===== src/rtl/core/dvp_pkg.sv =====
// Shared types and character constants for the dotted version parser.
package dvp_pkg;

	localparam logic [15:0] CH_DOT  = 16'h002E;
	localparam logic [15:0] CH_ZERO = 16'h0030;
	localparam logic [15:0] CH_NINE = 16'h0039;

	localparam logic [1:0] LAST_PART = 2'd2;

	// Parse state carried from one character to the next
	typedef struct packed {
		logic [1:0]  part_index;
		logic [31:0] accumulator;
		logic        part_has_digit;
		logic        error_seen;
		logic [31:0] stored_major;
		logic [31:0] stored_minor;
	} dvp_state_t;

	// One parse result
	typedef struct packed {
		logic        valid_res;
		logic [31:0] major_number;
		logic [31:0] minor_number;
		logic [31:0] build_number;
	} dvp_result_t;

endpackage


===== src/rtl/core/dvp_step.sv =====
// Per-character parse step: next state and the result it would give.
module dvp_step
	import dvp_pkg::*;
(
	input  dvp_state_t  cur,
	input  logic [15:0] char_code,
	output dvp_state_t  nxt,
	output dvp_result_t res
);

	logic        is_dot;
	logic        is_digit;
	logic [3:0]  digit;
	logic [35:0] acc_wide;
	logic [35:0] times_ten;
	logic        ok;

	// Classify the character
	assign is_dot   = (char_code == CH_DOT);
	assign is_digit = (char_code inside {[CH_ZERO:CH_NINE]});
	assign digit    = char_code[3:0];

	// Multiply by ten as two shifts and add the digit; top bits flag overflow
	assign acc_wide  = {4'b0000, cur.accumulator};
	assign times_ten = (acc_wide << 3) + (acc_wide << 1) + {32'd0, digit};

	// Advance the parse state
	always_comb begin
		nxt = cur;
		if (is_dot) begin
			if (cur.part_index == LAST_PART || !cur.part_has_digit) begin
				nxt.error_seen = 1'b1;
			end else begin
				if (cur.part_index == 2'd0) begin
					nxt.stored_major = cur.accumulator;
				end else begin
					nxt.stored_minor = cur.accumulator;
				end
				nxt.part_index     = cur.part_index + 2'd1;
				nxt.accumulator    = 32'd0;
				nxt.part_has_digit = 1'b0;
			end
		end else if (is_digit) begin
			if (times_ten[35:32] != 4'd0) begin
				nxt.error_seen = 1'b1;
			end else begin
				nxt.accumulator    = times_ten[31:0];
				nxt.part_has_digit = 1'b1;
			end
		end else begin
			nxt.error_seen = 1'b1;
		end
	end

	// Form the result; zero the numbers when the string is malformed
	assign ok = !nxt.error_seen && (nxt.part_index == LAST_PART) && nxt.part_has_digit;

	always_comb begin
		res.valid_res    = ok;
		res.major_number = ok ? nxt.stored_major : 32'd0;
		res.minor_number = ok ? nxt.stored_minor : 32'd0;
		res.build_number = ok ? nxt.accumulator  : 32'd0;
	end

endmodule


===== src/rtl/core/dotted_version_parser.sv =====
// Top level of the dotted version parser: input stage, parse state, result register.
// A final character is staged in the input register, then its result is registered.
// Throughput: one character per cycle; the parse step is a single add-and-compare stage.
// A full result register that is stalled holds back only a final character.
// Reset (arst_n low, asynchronous) clears the parse state and both valid flags.
module dotted_version_parser
	import dvp_pkg::*;
(
	input  logic        clk,
	input  logic        arst_n,
	input  logic        char_valid,
	output logic        char_stall,
	input  logic [15:0] char_code,
	input  logic        end_of_string,
	output logic        res_valid,
	input  logic        res_stall,
	output logic        valid_res,
	output logic [31:0] major_number,
	output logic [31:0] minor_number,
	output logic [31:0] build_number
);

	logic        vld_s1;
	logic [15:0] char_s1;
	logic        eos_s1;

	dvp_state_t  state_q;
	dvp_state_t  state_nxt;
	dvp_result_t step_res;
	dvp_result_t res_q;
	logic        res_valid_q;

	logic        res_free;
	logic        proc;

	dvp_step u_step (
		.cur       (state_q),
		.char_code (char_s1),
		.nxt       (state_nxt),
		.res       (step_res)
	);

	// Process the staged character unless it is final and the result slot is busy
	assign res_free   = !res_valid_q || !res_stall;
	assign proc       = vld_s1 && (!eos_s1 || res_free);
	assign char_stall = vld_s1 && !proc;

	// Input stage: load on transfer, drop when processed
	always_ff @(posedge clk or negedge arst_n) begin
		if (!arst_n) begin
			vld_s1 <= 1'b0;
		end else if (char_valid && !char_stall) begin
			vld_s1 <= 1'b1;
		end else if (proc) begin
			vld_s1 <= 1'b0;
		end
	end

	always_ff @(posedge clk) begin
		if (char_valid && !char_stall) begin
			char_s1 <= char_code;
			eos_s1  <= end_of_string;
		end
	end

	// Parse state: advance per character, clear after the final one
	always_ff @(posedge clk or negedge arst_n) begin
		if (!arst_n) begin
			state_q <= '0;
		end else if (proc) begin
			state_q <= eos_s1 ? dvp_state_t'('0) : state_nxt;
		end
	end

	// Result register
	always_ff @(posedge clk or negedge arst_n) begin
		if (!arst_n) begin
			res_valid_q <= 1'b0;
		end else if (proc && eos_s1) begin
			res_valid_q <= 1'b1;
		end else if (!res_stall) begin
			res_valid_q <= 1'b0;
		end
	end

	always_ff @(posedge clk) begin
		if (proc && eos_s1) begin
			res_q <= step_res;
		end
	end

	assign res_valid    = res_valid_q;
	assign valid_res    = res_q.valid_res;
	assign major_number = res_q.major_number;
	assign minor_number = res_q.minor_number;
	assign build_number = res_q.build_number;

	// Dot count never passes the last part
	a_part_index_range: assert property (@(posedge clk) disable iff (!arst_n)
		state_q.part_index != 2'd3)
		else $error("part index out of range");

	// A final character leaves the parse state cleared
	a_clear_after_end: assert property (@(posedge clk) disable iff (!arst_n)
		proc && eos_s1 |=> state_q == dvp_state_t'('0))
		else $error("parse state not cleared after final character");

	// A malformed string reports all numbers as zero
	a_invalid_zero: assert property (@(posedge clk) disable iff (!arst_n)
		res_valid && !valid_res |->
			major_number == 32'd0 && minor_number == 32'd0 && build_number == 32'd0)
		else $error("invalid result carries nonzero numbers");

	// Input stalls only behind a final character waiting on a busy result slot
	a_stall_cause: assert property (@(posedge clk) disable iff (!arst_n)
		char_stall |-> vld_s1 && eos_s1 && res_valid && res_stall)
		else $error("input stalled without a blocked result");

endmodule

===== config.mk =====
export PLATFORM = sky130hd
export DESIGN_NAME = dotted_version_parser
export DESIGN_NICKNAME = d
export VERILOG_FILES = /design/src/rtl/core/dvp_pkg.sv /design/src/rtl/core/dvp_step.sv /design/src/rtl/core/dotted_version_parser.sv
export SDC_FILE = /design/constraint.sdc
export NUM_CORES = 1
export LEC_CHECK = 0
export ABC_AREA = 1
export BUFFER_PORTS_ARGS = -buffer_cell sky130_fd_sc_hd__buf_4
export CORE_UTILIZATION = 55
export CTS_CLUSTER_SIZE = 14
export DETAILED_ROUTE_END_ITERATION = 10
export GPL_TIMING_DRIVEN = 0
export PLACE_DENSITY = 0.78
export SYNTH_ARGS = -nofsm -noshare
export SYNTH_HDL_FRONTEND = slang
export SYNTH_HIERARCHICAL = 1
export SYNTH_SLANG_ARGS = --single-unit

===== constraint.sdc =====
create_clock -name clk -period 2.9 [get_ports clk]
set_input_delay 0.145 -clock clk [delete_from_list [all_inputs] [get_ports clk]]
set_output_delay 0.145 -clock clk [all_outputs]
set_load 0.05 [all_outputs]

==> metrics <==
total global routing overflow 0; Num CTS Buffers 22; DP Worst Slack -766 ps; maximum fanout count along the critical path 10; drt initial violations 1268; delay-heaviest family, CP simple AND/OR/NAND/NOR gates; Root Buffer clkbuf_16; Power Density 393 mW/mm^2; DR vias 12500; Final Core Density 73.9%; Die X 157 um; DR WL/cell 16.6 um; # fillers 1539; port bufs 119; Starting Density 56.0%; initial antenna violation count 0; YS warnings 6; violated checks negative setup slack; Peak Freq 0.294 GHz; Die ar. 0.0245 mm^2; metal2 WL 18.8 mm; vias in the first global route 11400; power share of the combinational group 7.9%; routed vias/inst 5.36; Tcrit/Tclk final 117%; critical path, cell by cell inv_2 -> fa_1 -> inv_2 -> fa_2 -> nand2_2 -> nand2_4 -> nand3b_4 -> nand2_4 -> nand2_4 -> nand2_4 -> nand2_4 -> nand2_4 -> nand2_4 -> nand2_8 -> nor2_8 -> buf_6 -> buf_8 -> nand3_1 -> nand2_1 -> nand2_1 -> nand2_2 -> inv_1 -> nand2_1 -> nand2_1; global-route wire length before repair 55.0 mm; total power 6810 uW; min Tclk post-route 3410 ps; most frequent cells in the layout 611 x nand2_1, 266 x inv_1, 159 x buf_4; crit end category flip-flop; most used cell, CP nand2_4; Routed WL 38.6 mm; slowest stage cell, crit path fa_1; clk buf depth 3; RSZ-0062 raised after global routing yes; n_diodes 0; area grow syn2layout 32.0%; TritonCTS clock tree yes; worst hold-check path type input pin to asynchronous set/reset pin; gr usage total 28.6%; synthesized area per cell 7.45 um^2; dpl hpwl 24.4 mm; Worst-Skew Late Latency 500 ps; Worst Skew 12.9 ps; met3 wire length 3.04 mm; H-tree depth 1; Mapped Cells 1764; wl on met1 15.0 mm; CP Data Arrival Time 3800 ps; Slew Limit Headroom 40.2%; final hold violations 0; required time worst endpoint 3290 ps; max-cap violation count 0; Internal 5230 uW; Die Ht 157 um; core box area 0.0235 mm^2; Cell Rows 56; worst-margin pin slew 896 ps; first-pass iteration count of the detailed router 8; # IOs 120; Final TNS setup -51870 ps; DRC errors left 0; Clock Power Share 43.0%; setup ws final -505 ps; sequential power share 49.0%; Pins Over Slew Limit 0; Syn Std Cell Area 0.0131 mm^2; Psw 1580 uW; fin nets 2077; Bufs and invs on worst path 5; antenna viol nets, final 0; Final Wtd Congestion 0.918; layout cells sized above 1 30.3%; Sw Share 23.2%; Synth Register Bits 216; Seq/Total Area, Yosys 45.5%; largest net degree at the start of global routing 103; CP Launch Type flip-flop; Crit path largest cell delay 560 ps; Clock Sinks 216; clock transition at the registers of the reported paths 60 ps; Worst VDD drop 0.373 mV; kind of critical path flip-flop to flip-flop; Yosys cell types 36; Synthesized Nets 1852; P_leak 0.00850 uW; final setup fails 130; commonest non-fill, non-tap cell in the layout nand2_1; run status finished, violations left; Top Metal Used met4; Min Hold Slack 224 ps
==> cell usage after synthesis <==
master	n	share of area (%)
a21o_1	1	0.057
a21oi_1	24	0.91
a21oi_2	4	0.27
buf_2	38	1.4
buf_4	1	0.057
buf_6	4	0.34
buf_8	1	0.11
clkbuf_1	13	0.37
clkinv_1	1	0.029
dfrtp_1	102	19
edfxtp_1	114	26
fa_1	2	0.30
ha_1	65	6.2
inv_1	288	8.2
inv_2	29	0.83
nand2_1	721	21
nand2_2	20	0.95
nand2_4	3	0.26
nand3_1	81	3.1
nand3_2	1	0.076
nand3b_1	8	0.46
nand3b_2	1	0.086
nand4_1	5	0.24
nor2_1	105	3.0
nor2_2	17	0.81
nor2_4	9	0.77
nor2_8	2	0.30
nor3_1	5	0.19
nor3_2	1	0.076
nor4_1	1	0.048
o211ai_1	1	0.057
o21ai_0	71	2.7
o21bai_1	3	0.17
or2_4	1	0.067
xnor2_1	18	1.2
xor2_1	3	0.20
==> through the flow <==
step | instance area, um^2 | cells
final | 17300 | 2324
after CTS | 16300 | 2298
after floorplan | 13200 | 1764
after global placement | 14500 | 2202
after global routing | 17300 | 2324
after detailed placement | 14500 | 2204
==> power groups by stage <==
stage,logic (uW),clock network [uW],registers (uW)
2_1_floorplan,109,0,3610
3_3_place_gp,483,0,3410
3_5_place_dp,497,0,3400
4_1_cts,527,2950,3340
5_1_grt,566,3090,3350
6_report,539,2930,3340
==> area by class of cell <==
cell class | count | area (um^2) | share of cell area, %
timing repair buffer | 202 | 1810 | 10.4
inverter | 318 | 1200 | 6.93
buffer | 56 | 435 | 2.51
clock buffer | 29 | 618 | 3.56
sequential | 216 | 6010 | 34.7
tap | 319 | 399 | 2.30
multi-input combinational | 1173 | 6730 | 38.8
clock inverter | 11 | 135 | 0.779
==> path summary, 6_finish.rpt <==
kind | slack [ps] | end | cells past startpoint | start
setup / recovery | -510 | state_q[66] | 24 | state_q[66]
hold / removal | 220 | state_q[9] | 3 | arst_n
setup reg to reg | -510 | state_q[66] | 24 | state_q[66]
hold reg to reg | 470 | state_q[3] | 2 | state_q[3]
max in group asynchronous | 2230 | state_q[67] | 3 | arst_n
min in group clk | 360 | eos_s1 | 2 | end_of_string
==> sequential cells by signal, indices dropped and copies added (netlist names) <==
register and flops:
build_number 32, char_s1 16, eos_s1 1, major_number 32
minor_number 32, res_valid 1, state_q 100, valid_res 1
vld_s1 1
==> logic make-up (layout without fill, tap and decap cells) <==
kind of cell | after synthesis | count (layout) | share of synthesized area, %
DFF | 216 | 216 | 45.5
adders and majority gates | 67 | 67 | 6.50
buffers and inverters | 375 | 616 | 11.4
AOI/OAI and AO/OA | 104 | 104 | 4.17
and+or+nand+nor | 981 | 981 | 31.0
xor gates and xnor gates | 21 | 21 | 1.40
==> tightest hold or removal path, stage by stage <==
cell	delay, ps
dlygate4sd3_1	540
buf_6	110
buf_16	360
==> per-layer routing <==
layer | track usage, % | up-vias
met5 | 0 | -
met4 | 11.1 | 0
met3 | 3.52 | 174
met2 | 49.2 | 669
met1 | 36.8 | 5790
li1 | - | 5835
==> what timing repair did <==
| item | 4_1_cts | 5_1_grt |
|---|---|---|
| hold buffers | 20 | 0 |
| cloned | 5 | 5 |
| pin swaps | 61 | 84 |
| endpoints found under the hold margin | 117 | 0 |
| gates resized for setup | 140 | 223 |
| buffers inserted | 30 | 20 |
| setup endpoints to repair | 131 | 186 |
No activity file was read; power rests on OpenSTA's default activity.
